### config.mk
export PLATFORM = sky130hd
export DESIGN_NAME = kefuf_sequencer
export DESIGN_NICKNAME = d
export VERILOG_FILES = /design/src/rtl/kruskal_edge_filter_union_find_defines.svh /design/src/rtl/kefuf_pkg.sv /design/src/rtl/kefuf_ucode_rom.sv /design/src/rtl/kefuf_sequencer.sv
export SDC_FILE = /design/constraint.sdc
export NUM_CORES = 1
export LEC_CHECK = 0
export ABC_AREA = 1
export BUFFER_PORTS_ARGS = -buffer_cell sky130_fd_sc_hd__buf_2
export CORE_ASPECT_RATIO = 0.7
export CORE_MARGIN = 2
export CORE_UTILIZATION = 46
export DETAILED_ROUTE_END_ITERATION = 16
export PLACE_DENSITY = 0.76
export SYNTH_ARGS = -nofsm -noshare
export SYNTH_HDL_FRONTEND = slang
export SYNTH_SLANG_ARGS = --single-unit
### constraint.sdc
create_clock -name aclk -period 1.9 [get_ports aclk]
set_input_delay 0.095 -clock aclk [delete_from_list [all_inputs] [get_ports aclk]]
set_output_delay 0.095 -clock aclk [all_outputs]
set_load 0.03 [all_outputs]
### src/rtl/kruskal_edge_filter_union_find_defines.svh
// ----------------------------------------------------------------------------
// kruskal edge filter assertion macros
// checks on the sequencer datapath, empty when SYNTH is defined
// ----------------------------------------------------------------------------
`ifndef KRUSKAL_EDGE_FILTER_UNION_FIND_DEFINES_SVH
`define KRUSKAL_EDGE_FILTER_UNION_FIND_DEFINES_SVH
`ifndef SYNTH
// property that must hold in the same cycle
`define KEFUF_ASSERT(label, prop) \
    label: assert property (@(posedge aclk) disable iff (!aresetn) prop) \
        else $error("kefuf check failed");
// condition that must be followed by a result in the next cycle
`define KEFUF_ASSERT_NEXT(label, cond, nxt) \
    label: assert property (@(posedge aclk) disable iff (!aresetn) (cond) |=> (nxt)) \
        else $error("kefuf check failed");
`else
`define KEFUF_ASSERT(label, prop)
`define KEFUF_ASSERT_NEXT(label, cond, nxt)
`endif
`endif

### src/rtl/kefuf_pkg.sv
// ----------------------------------------------------------------------------
// kefuf_pkg
// shared widths, microcode step names and control word layout
// ----------------------------------------------------------------------------
`default_nettype none

package kefuf_pkg;

    localparam int MAX_VERTICES = 1024;
    localparam int VID_W        = $clog2(MAX_VERTICES);
    localparam int VCNT_W       = 11;
    localparam int SIZE_W       = 11;
    localparam int WEIGHT_W     = 32;
    localparam int COUNT_W      = 10;
    localparam int WORD_W       = SIZE_W + VID_W;
    localparam int STEP_W       = 5;

    localparam int S_TDATA_W    = ((2 * VID_W + WEIGHT_W + 7) / 8) * 8;
    localparam int M_TDATA_W    = ((WEIGHT_W + COUNT_W + 7) / 8) * 8;

    localparam logic [SIZE_W-1:0]  SIZE_MAX  = '1;
    localparam logic [COUNT_W-1:0] COUNT_MAX = '1;

    typedef enum logic [STEP_W-1:0] {
        ST_RST_SWEEP  = 5'd0,
        ST_IDLE       = 5'd1,
        ST_DECIDE     = 5'd2,
        ST_CLEAR      = 5'd3,
        ST_SWEEP      = 5'd4,
        ST_CHECK      = 5'd5,
        ST_FIND_INIT  = 5'd6,
        ST_FIND_WALK  = 5'd7,
        ST_COMP_READ  = 5'd8,
        ST_COMP_TEST  = 5'd9,
        ST_COMP_WRITE = 5'd10,
        ST_FIND_DONE  = 5'd11,
        ST_SAME       = 5'd12,
        ST_READ_X     = 5'd13,
        ST_READ_Y     = 5'd14,
        ST_MERGE      = 5'd15,
        ST_LINK       = 5'd16,
        ST_WAIT       = 5'd17,
        ST_EMIT       = 5'd18
    } step_t;

    typedef enum logic [1:0] {
        MEM_NONE,
        MEM_READ,
        MEM_WRITE
    } mem_op_t;

    typedef enum logic [2:0] {
        ADDR_SWEEP,
        ADDR_START,
        ADDR_DATA_PARENT,
        ADDR_CUR,
        ADDR_X,
        ADDR_ROOT,
        ADDR_BIG,
        ADDR_SMALL
    } addr_sel_t;

    typedef enum logic [1:0] {
        WD_INIT,
        WD_COMPRESS,
        WD_MERGE_BIG,
        WD_LINK_SMALL
    } wdata_sel_t;

    typedef enum logic [3:0] {
        OP_NONE,
        OP_LATCH_IN,
        OP_CLEAR,
        OP_SWEEP_STEP,
        OP_FIND_INIT,
        OP_ROOT_STEP,
        OP_CUR_STEP,
        OP_SAVE_ROOT,
        OP_LATCH_X,
        OP_MERGE,
        OP_ACCEPT,
        OP_EMIT
    } dp_op_t;

    typedef enum logic [3:0] {
        COND_NEVER,
        COND_ALWAYS,
        COND_NO_BEAT,
        COND_NOT_FIRST,
        COND_N_ZERO,
        COND_SWEEP_MORE,
        COND_RST_MORE,
        COND_OUT_RANGE,
        COND_PARENT_NE_ROOT,
        COND_PARENT_EQ_ROOT,
        COND_NOT_PASS_B,
        COND_SAME_SET,
        COND_OUT_BUSY
    } cond_t;

    typedef struct packed {
        mem_op_t    mem_op;
        addr_sel_t  addr_sel;
        wdata_sel_t wdata_sel;
        dp_op_t     op;
        cond_t      cond;
        step_t      target;
        logic       in_ready;
    } ctrl_t;

    typedef struct packed {
        logic beat;
        logic first;
        logic n_zero;
        logic sweep_more;
        logic rst_more;
        logic out_range;
        logic parent_eq_root;
        logic pass_b;
        logic same_set;
        logic out_busy;
    } stat_t;

endpackage

`default_nettype wire

### src/rtl/kefuf_ucode_rom.sv
// ----------------------------------------------------------------------------
// kefuf_ucode_rom
// microcode program: one control word per sequencer step
// ----------------------------------------------------------------------------
`default_nettype none

module kefuf_ucode_rom
    import kefuf_pkg::*;
(
    input  step_t pc,
    output ctrl_t ctrl
);

    always_comb begin
        ctrl.mem_op    = MEM_NONE;
        ctrl.addr_sel  = ADDR_SWEEP;
        ctrl.wdata_sel = WD_INIT;
        ctrl.op        = OP_NONE;
        ctrl.cond      = COND_NEVER;
        ctrl.target    = ST_IDLE;
        ctrl.in_ready  = 1'b0;
        case (pc)
            ST_RST_SWEEP: begin
                ctrl.mem_op = MEM_WRITE;
                ctrl.op     = OP_SWEEP_STEP;
                ctrl.cond   = COND_RST_MORE;
                ctrl.target = ST_RST_SWEEP;
            end
            ST_IDLE: begin
                ctrl.in_ready = 1'b1;
                ctrl.op       = OP_LATCH_IN;
                ctrl.cond     = COND_NO_BEAT;
                ctrl.target   = ST_IDLE;
            end
            ST_DECIDE: begin
                ctrl.cond   = COND_NOT_FIRST;
                ctrl.target = ST_CHECK;
            end
            ST_CLEAR: begin
                ctrl.op     = OP_CLEAR;
                ctrl.cond   = COND_N_ZERO;
                ctrl.target = ST_CHECK;
            end
            ST_SWEEP: begin
                ctrl.mem_op = MEM_WRITE;
                ctrl.op     = OP_SWEEP_STEP;
                ctrl.cond   = COND_SWEEP_MORE;
                ctrl.target = ST_SWEEP;
            end
            ST_CHECK: begin
                ctrl.cond   = COND_OUT_RANGE;
                ctrl.target = ST_WAIT;
            end
            ST_FIND_INIT: begin
                ctrl.mem_op   = MEM_READ;
                ctrl.addr_sel = ADDR_START;
                ctrl.op       = OP_FIND_INIT;
            end
            ST_FIND_WALK: begin
                // climb one level per cycle until the entry points to itself
                ctrl.mem_op   = MEM_READ;
                ctrl.addr_sel = ADDR_DATA_PARENT;
                ctrl.op       = OP_ROOT_STEP;
                ctrl.cond     = COND_PARENT_NE_ROOT;
                ctrl.target   = ST_FIND_WALK;
            end
            ST_COMP_READ: begin
                ctrl.mem_op   = MEM_READ;
                ctrl.addr_sel = ADDR_CUR;
            end
            ST_COMP_TEST: begin
                ctrl.cond   = COND_PARENT_EQ_ROOT;
                ctrl.target = ST_FIND_DONE;
            end
            ST_COMP_WRITE: begin
                ctrl.mem_op    = MEM_WRITE;
                ctrl.addr_sel  = ADDR_CUR;
                ctrl.wdata_sel = WD_COMPRESS;
                ctrl.op        = OP_CUR_STEP;
                ctrl.cond      = COND_ALWAYS;
                ctrl.target    = ST_COMP_READ;
            end
            ST_FIND_DONE: begin
                ctrl.op     = OP_SAVE_ROOT;
                ctrl.cond   = COND_NOT_PASS_B;
                ctrl.target = ST_FIND_INIT;
            end
            ST_SAME: begin
                ctrl.cond   = COND_SAME_SET;
                ctrl.target = ST_WAIT;
            end
            ST_READ_X: begin
                ctrl.mem_op   = MEM_READ;
                ctrl.addr_sel = ADDR_X;
            end
            ST_READ_Y: begin
                ctrl.mem_op   = MEM_READ;
                ctrl.addr_sel = ADDR_ROOT;
                ctrl.op       = OP_LATCH_X;
            end
            ST_MERGE: begin
                ctrl.mem_op    = MEM_WRITE;
                ctrl.addr_sel  = ADDR_BIG;
                ctrl.wdata_sel = WD_MERGE_BIG;
                ctrl.op        = OP_MERGE;
            end
            ST_LINK: begin
                ctrl.mem_op    = MEM_WRITE;
                ctrl.addr_sel  = ADDR_SMALL;
                ctrl.wdata_sel = WD_LINK_SMALL;
                ctrl.op        = OP_ACCEPT;
            end
            ST_WAIT: begin
                ctrl.cond   = COND_OUT_BUSY;
                ctrl.target = ST_WAIT;
            end
            ST_EMIT: begin
                ctrl.op     = OP_EMIT;
                ctrl.cond   = COND_ALWAYS;
                ctrl.target = ST_IDLE;
            end
            default: begin
                ctrl.cond   = COND_ALWAYS;
                ctrl.target = ST_IDLE;
            end
        endcase
    end

endmodule

`default_nettype wire

### src/rtl/kefuf_sequencer.sv
// ----------------------------------------------------------------------------
// kefuf_sequencer
// step counter with conditional jumps over the microcode rom
// ----------------------------------------------------------------------------
`default_nettype none

module kefuf_sequencer
    import kefuf_pkg::*;
(
    input  wire logic  aclk,
    input  wire logic  aresetn,
    input  wire stat_t stat,
    output ctrl_t      ctrl
);

    step_t pc_reg;
    step_t pc_next;
    logic  taken;

    kefuf_ucode_rom u_rom (
        .pc   (pc_reg),
        .ctrl (ctrl)
    );

    always_comb begin
        case (ctrl.cond)
            COND_NEVER:          taken = 1'b0;
            COND_ALWAYS:         taken = 1'b1;
            COND_NO_BEAT:        taken = !stat.beat;
            COND_NOT_FIRST:      taken = !stat.first;
            COND_N_ZERO:         taken = stat.n_zero;
            COND_SWEEP_MORE:     taken = stat.sweep_more;
            COND_RST_MORE:       taken = stat.rst_more;
            COND_OUT_RANGE:      taken = stat.out_range;
            COND_PARENT_NE_ROOT: taken = !stat.parent_eq_root;
            COND_PARENT_EQ_ROOT: taken = stat.parent_eq_root;
            COND_NOT_PASS_B:     taken = !stat.pass_b;
            COND_SAME_SET:       taken = stat.same_set;
            COND_OUT_BUSY:       taken = stat.out_busy;
            default:             taken = 1'b0;
        endcase
        pc_next = taken ? ctrl.target : step_t'(pc_reg + STEP_W'(1));
    end

    always_ff @(posedge aclk) begin
        if (!aresetn) begin
            pc_reg <= ST_RST_SWEEP;
        end else begin
            pc_reg <= pc_next;
        end
    end

endmodule

`default_nettype wire
* Yosys cells after proc, flatten, opt, wreduce, memory -nomap -nowiden
Cells that the tools add are included.
** Operators by class
- Divide/modulo/power cells :: 0
- $lt $le $gt $ge :: 0
- Shifts and indexed selects :: 0
- Bitwise logic cells :: 0
- Eq/ne operators :: 30
- Reduce and logical (&&, ||, !) cells :: 10
- Mux-type cells :: 8
- Multiply operators :: 0
- Add/sub/neg operators :: 1
** Operators by type and width (number)
- case mux 9 bit (13 select lines) :: 1
- case mux 4 bit (11 select lines) :: 1
- == test 5 x 4 -> 1 bit, second input constant :: 8
- case mux 3 bit (7 select lines) :: 1
- == test 4 bit, second input constant :: 5
- == test 5 x 3 -> 1 bit, second input constant :: 4
- == test 4 x 3 -> 1 bit, second input constant :: 4
- == test 5 bit, second input constant :: 3
- case mux 1 bit (12 select lines) :: 1
- == test 5 x 2 -> 1 bit, second input constant :: 2
- OR reduction 5 bit :: 2
- == test 4 x 2 -> 1 bit, second input constant :: 2
- case mux 2 bit (3 select lines) :: 1
- OR reduction 6 bit :: 1
- adder 5 x 1 -> 5 bit, second input constant :: 1
- == test 5 x 1 -> 1 bit, second input constant :: 1
- logical NOT 5 bit :: 1
- 2-to-1 mux 5 bit :: 1
- == test 4 x 1 -> 1 bit, second input constant :: 1
- logical NOT 1 bit :: 4
- case mux 2 bit (2 select lines) :: 1
- OR reduction 2 bit :: 2
- 2-to-1 mux 1 bit :: 1
** Word-level totals
- Output and inout port bits :: 21
- Bits in latches :: 0
- RAM bits :: 0
- Register bits after elaboration :: 5
- Memories :: 0
- ROM bits :: 0
- Logic and storage cells :: 50

* Depth between registers and ports, before layout
Gate-level depths: netlist (run 1).
- Word-level depth :: 6
- Gate-level depth with buffers :: 16
- Gate-level depth less buffers :: 16

* By module
Synthesis (run 1) repeated with hierarchy kept, for this count alone.
** Unflattened totals
- Cell total of the unflattened synthesis :: 171
- Area, all modules :: 878.3 um^2
** By module, submodules not included
- kefuf_ucode_rom :: times used 1, cells each 100, area an instance 447.9 um^2
- kefuf_sequencer :: times used 1, cells each 71, area an instance 430.4 um^2

* Least setup slack after synthesis (run 1)
Ideal clock, no wire load.
- Path kind :: register to register
- Start point :: register pc_reg[0]
- End point :: register pc_reg[3]
- Path buffers :: 0
- Period minus slack after synthesis :: 2.042 ns
- Setup slack :: -0.142 ns
- Arrival :: 1.928 ns
- Cell stages (with the launch flop) :: 17
- Setup time :: 0.114 ns
- Path through :: dfxtp_1 inv_1 ha_1 nand2_2 nor2_4 nor2_4 nand2_2 nor2_2 nand3_2 nand2_2 nand3_1 nand3_1 nand2_1 nand3_4 nand2_1 nand2_1 nor2_2
** RTL lines
- start: declaration :: RTL line kefuf_sequencer.sv:16 : step_t pc_reg;
- start signal: assignment :: RTL line kefuf_sequencer.sv:49 : pc_reg <= pc_next;

* Final worst setup path (run 1)
- Start point :: register pc_reg[0]
- End point :: register pc_reg[1]
** On the way
- Cells in the longest elaborated chain, start to end :: 6
- Elaborated cells between the ends (all ways) :: 35
- Classes of those cells :: add/sub (1); eq/ne (29); mux (3); reduce/logical (2)
** RTL lines
- == test 5 x 4 -> 1 bit, or another cell as far along :: RTL line kefuf_ucode_rom.sv:22 : case (pc)
- OR reduction 6 bit (no source line)
- case mux 9 bit (13 select lines) :: RTL line kefuf_ucode_rom.sv:22
- == test 4 bit, or another cell as far along :: RTL line kefuf_sequencer.sv:26 : case (ctrl.cond)
- case mux 1 bit (12 select lines) :: RTL line kefuf_sequencer.sv:26
- 2-to-1 mux 5 bit * :: RTL line kefuf_sequencer.sv:42 : pc_next = taken ? ctrl.target : step_t'(pc_reg + STEP_W'(1));
Mark *: on every way between the ends. The rest lies on a longest branch, timed or not.
A chain may end at the register's enable or synchronous reset.

==> results of run 1 <==
-- area by class of cell --
class                           count  share of cell area (%)
Multi-Input combinational cell    132                   55.85
Timing Repair Buffer               78                   27.93
Inverter                           33                   6.998
Sequential cell                     5                   5.755
Tap cell                           32                   2.093
Clock buffer                        4                   1.373
-- placed cells by master, fill, tap and decap left out, types with 3 or more instances in the layout --
cell type,n
buf_4,50
nand2_1,25
buf_2,25
inv_1,23
nand2_2,17
nor2_4,15
nor2_2,15
nand3_1,12
nor2_1,8
inv_2,6
nand2_4,5
nand3_4,5
nor3_2,4
ha_4,4
nand4_1,3
clkbuf_4,3
buf_6,3
-- metal layers --
metal,GRT usage (%),part of all wire [%],routed length [um]
met1,40.92,38,1878
met2,52.83,48,2332
met3,1.829,8.5,415
met4,13.33,5.4,262
met5,0,0,0
-- worst max-delay path by stage --
| stage | to | slack (ns) | startpoint |
|---|---|---|---|
| final | pc_reg[1] | -0.26 | pc_reg[0] |
| after global placement | pc_reg[0] | -0.14 | pc_reg[0] |
| after CTS | pc_reg[1] | -0.16 | pc_reg[1] |
| after floorplan | pc_reg[0] | -0.02 | pc_reg[1] |
| after global routing | pc_reg[0] | -0.36 | pc_reg[0] |
| after detailed placement | pc_reg[0] | -0.22 | pc_reg[0] |
-- kinds of logic (layout without fill, tap and decap cells) --
group / count (synthesis) / count (layout)
AO/OA/AOI/OAI: 12 / 12
adder cells (fa/ha/maj): 5 / 5
flip-flops: 5 / 5
buffers and inverters: 34 / 115
AND/OR/NAND/NOR: 112 / 113
XOR/XNOR: 2 / 2
-- per-stage QoR --
step                      cells  util [%]  instance area, um^2  setup slack, ns
final                       284     90.26                 1913          -0.2586
after global routing        284     90.26                 1913          -0.3599
after CTS                   278     82.41                 1747          -0.1592
after detailed placement    269     75.09                 1592          -0.2205
after global placement      269     75.09                 1592          -0.1429
after floorplan             170         -                 1129         -0.02447
-- critical path, delay by kind of cell, from the launching register on --
family,cells,cell delay [ns]
compound gates,1,0.21
flops,1,0.40
simple gates,10,1.15
fa+ha+maj,1,0.17
buf+inv,2,0.12
-- repair_timing --
action / CTS / global route
hold buffers: 0 / 0
endpoints found under the setup margin: 7 / 13
setup buffers: 4 / 6
pin swaps: 12 / 8
gates cloned: 1 / 0
gates resized for setup: 23 / 42
==> results.tsv, run 1 <==
metric	value	unit
slowest_delay	0.40	ns
synth_simple_gate_area_share	59.73	%
r2r_end	pc_reg[1]	
critPathLaunchType	flip-flop	
syn_inst	170	
finClkSkew	0.008842	ns
vias_per_cell	5.486	
die_area	0.002592	mm^2
largest_register_ffs	5	
area_delta_synth_final	89.47	%
min_period	2.159	ns
finalSetupViolCount	14	
synth.most_common_cell	nand2_1	
drc	0	
grt_first_pass_wirelength	6044	um
min_to	pc_reg[2]	
hold_viol	0	
endpoint_kind	flip-flop	
synth_edf_count	0	
async_flop_share	0	%
hp-start	aresetn	
diodes	0	
maxSlewViolCount	0	
drive_gt1_share	66.67	%
violations	setup timing	
netlist_top_cells_count	nand2_1, inv_1, nor2_1	
nFillCells	93	
worstRegToRegCells	14	
regArea	110.1	um^2
syn_nets	187	
cts-buffers-inserted	3	
routabilityCongestion	0.8757	
synth_area	0.001010	mm^2
firstDrtPassIters	4	
clk_path_buf_depth	2	
critPathSlowestCell	dfxtp_4	
cp_max_fo	5	
num_rows	14	
grt_max_degree	8	
vias	1558	
initial_core_util	47.64	%
cts_tree	done	
grt.total_usage	31.37	%
ys_seq_elements	5	
num_io_pins	33	
layout.nets	270	
syn_avg_cell_area	5.940	um^2
grt_setup_unrepaired	true	
drt_iter0_drc	149	
synth-seq-area-share	9.913	%
ant_nets	0	
whs	0.1154	ns
io_buffers	32	
finalWorstSetupSlack	-0.2586	ns
worstMarginPinSlew	0.3144	ns
fp.dieW	60.00	um
cts-root-buf	clkbuf_4	
worstSetupPathType	reg2reg	
clkSinkCount	5	
netlist_top_cells_area	nand2_1, inv_1, dfxtp_1, nor2_1, nor2_4	
clock.fmax	0.4633	GHz
multi_input_comb_area	0.001069	mm^2
r2r-start	pc_reg[0]	
synth_fa_ha_area_share	6.196	%
yosys_warnings	0	
outcome	complete, but fails checks	
ys_types	29	
synth_flop_cell	dfxtp_1	
netlist.top_cell.by_area	nand2_1	
path_clk_slew	0.05	ns
synth_xor_area_share	1.735	%
htreeDepth	1	
hpwl	2801	um
routed_wirelength	4889	um
dieHeight	43.20	um
wl_per_cell	17.21	um
crit_arrival	2.30	ns
antenna_found_initial	0	
hp-class	in2reg	
fin_setup_tns	-2.049	ns
cp_cell_sequence	inv_6, ha_4, nand2_4, inv_2, nand2_1, nand3_1, nor2_4, nand3_4, nand4_1, nand2_2, o21ai_4, nand3_4, nor2_2, nor2_2	
whs_path_depth	3	
slew_headroom	78.97	%
fp.coreArea	0.002120	mm^2
synth.mux.area_fraction	0	%
grt_overflow	0	
maxCapViolCount	0	
grt_pass1_vias	1342	
synth_top_cell_area_share	14.87	%
finalCritPeriodShare	113.6	%
synth_top_family_by_area	simple AND/OR/NAND/NOR gates	
synth_compound_area_share	9.170	%
clk_latency	0.26	ns
required	2.04	ns
ff2ff_setup_slack	-0.26	ns
Power of run 1 is not shown: default switching activity piles up to over one toggle a cycle in this logic, so the estimate is an artifact.
==> inputs of run 2 (changes only) <==
Settings changed: CORE_ASPECT_RATIO 0.7 to 0.9, CTS_CLUSTER_DIAMETER set to 30.
==> results.tsv, run 2 (synthesis gave the netlist of run 1 again) <==
metric	value	unit	change
firstDrtPassIters	4		unchanged
wl_per_cell	15.62	um	-9.3%
hpwl	2776	um	-0.90%
r2r-start	pc_reg[3]		
grt_overflow	0		unchanged
worstSetupPathType	reg2reg		
violations	setup timing		
nFillCells	103		+11%
ant_nets	0		unchanged
drt_iter0_drc	41		-72%
drc	0		unchanged
setup.worst_path.start	pc_reg[3]		
clkSinkCount	5		unchanged
drive_gt1_share	65.71	%	-0.95 points
layout_commonest_cell	buf_4		
fp.dieW	53.39	um	-11%
htreeDepth	1		unchanged
hold_viol	0		unchanged
io_buffers	32		unchanged
hp-start	aresetn		
grt_first_pass_wirelength	5368	um	-11%
fin_setup_tns	-1.373	ns	+0.6762 ns
cp_max_fo	7		+2
hp-class	in2reg		
ff2ff_setup_slack	-0.28	ns	-0.02 ns
fp.coreArea	0.002122	mm^2	+0.12%
cts-buffers-inserted	3		unchanged
initial_core_util	47.58	%	-0.056 points
routed_wirelength	4248	um	-13%
clk_latency	0.27	ns	about the same
finClkSkew	0.009920	ns	+0.001079 ns
path_clk_slew	0.05	ns	about the same
regArea	107.6	um^2	-2.3%
clk_path_buf_depth	2		unchanged
area_delta_synth_final	86.00	%	
crit_arrival	2.34	ns	+0.04 ns
grt_max_degree	11		+3
pre_cts_slack	-0.1621	ns	+0.05836 ns
grt.total_usage	27.72	%	-3.7 points
outcome	complete, but fails checks		
vias	1461		-6.2%
antenna_found_initial	0		unchanged
worstMarginPinSlew	0.3213	ns	+0.006967 ns
maxCapViolCount	0		unchanged
vias_per_cell	5.371		-2.1%
grt_setup_unrepaired	true		
endpoint_kind	flip-flop		
layout.nets	263		-2.6%
clock.fmax	0.4581	GHz	-1.1%
finalSetupViolCount	7		-7
grt_pass1_vias	1246		-7.2%
multi_input_comb_area	0.001070	mm^2	+0.12%
finalCritPeriodShare	114.9	%	+1.3 points
finalWorstSetupSlack	-0.2829	ns	-0.02435 ns
cts-root-buf	clkbuf_4		
maxSlewViolCount	0		unchanged
routabilityCongestion	0.8985		+2.6%
dieHeight	48.45	um	+12%
num_rows	16		+2
largest_register_ffs	5		unchanged
min_period	2.183	ns	+0.02435 ns
required	2.05	ns	about the same
cts_tree	done		
diodes	0		unchanged
critPathLaunchType	flip-flop		
layout_common_cells	buf_4, nand2_1, buf_2		
num_io_pins	33		unchanged
die_area	0.002586	mm^2	-0.21%
slew_headroom	78.46	%	-0.50 points
-- run 2: changes by cell type in the layout (fill, tap and decap cells not counted), moves of 2 or more --
cell and delta:
buf_4 -13, buf_6 +4, nor2_1 +4, nand3_1 -3
nand3_2 +3, dfxtp_1 +2, dfxtp_2 -2, inv_1 -2
inv_2 +2, nor2_2 -2, nor2_4 -2
-- run 2: cell type report --
class                           count  share of cell area, %
Sequential cell                     5                  5.730
Inverter                           33                  7.129
Timing Repair Buffer               71                  26.98
Multi-Input combinational cell    132                  56.96
Tap cell                           27                  1.799
Clock buffer                        4                  1.399
-- run 2: layer usage --
| layer | vias up | GRT usage (%) | part of all wire [%] |
|---|---|---|---|
| met2 | 56 | 47.94 | 53 |
| li1 | 684 | - | - |
| met5 | - | 0 | 0 |
| met1 | 709 | 34.99 | 41 |
| met3 | 12 | 1.235 | 4.2 |
| met4 | 0 | 11.11 | 2.3 |
-- run 2: stage by stage --
stage / utilization [%] / cell area [um^2] / hold WS (ns) / cells
after CTS: 77.65 / 1648 / 0.1168 / 268
after floorplan: - / 1129 / 0.2204 / 170
final: 88.50 / 1878 / 0.1061 / 272
after detailed placement: 75.29 / 1598 / 0.3771 / 264
after global routing: 88.50 / 1878 / 0.1029 / 272
after global placement: 75.29 / 1598 / 0.3665 / 264
-- run 2: critical path, cell delays in order, from the launching register on --
cell and delay [ns]:
dfxtp_1 0.32, buf_12 0.14, inv_4 0.12, nand2_8 0.10
buf_4 0.15, o21ai_2 0.19, nor2_4 0.09, buf_4 0.16
o21ai_2 0.11, nand2_1 0.10, a21oi_4 0.19, nand3_4 0.12
nor2_1 0.20, nor2_2 0.06
-- run 2: final timing paths --
check / end / depth (start not counted)
setup / recovery: pc_reg[4] / 13
hold / removal: pc_reg[1] / 3
setup reg to reg: pc_reg[4] / 13
hold reg to reg: pc_reg[0] / 3
-- run 2: repair_timing --
| action | in CTS | in global routing |
|---|---|---|
| pin swaps | 4 | 20 |
| gates cloned | 0 | 1 |
| endpoints found under the setup margin | 8 | 14 |
| hold buffers | 0 | 0 |
| buffers inserted | 0 | 4 |
| resized for setup | 6 | 60 |
Power of run 2 is left out for the same reason.
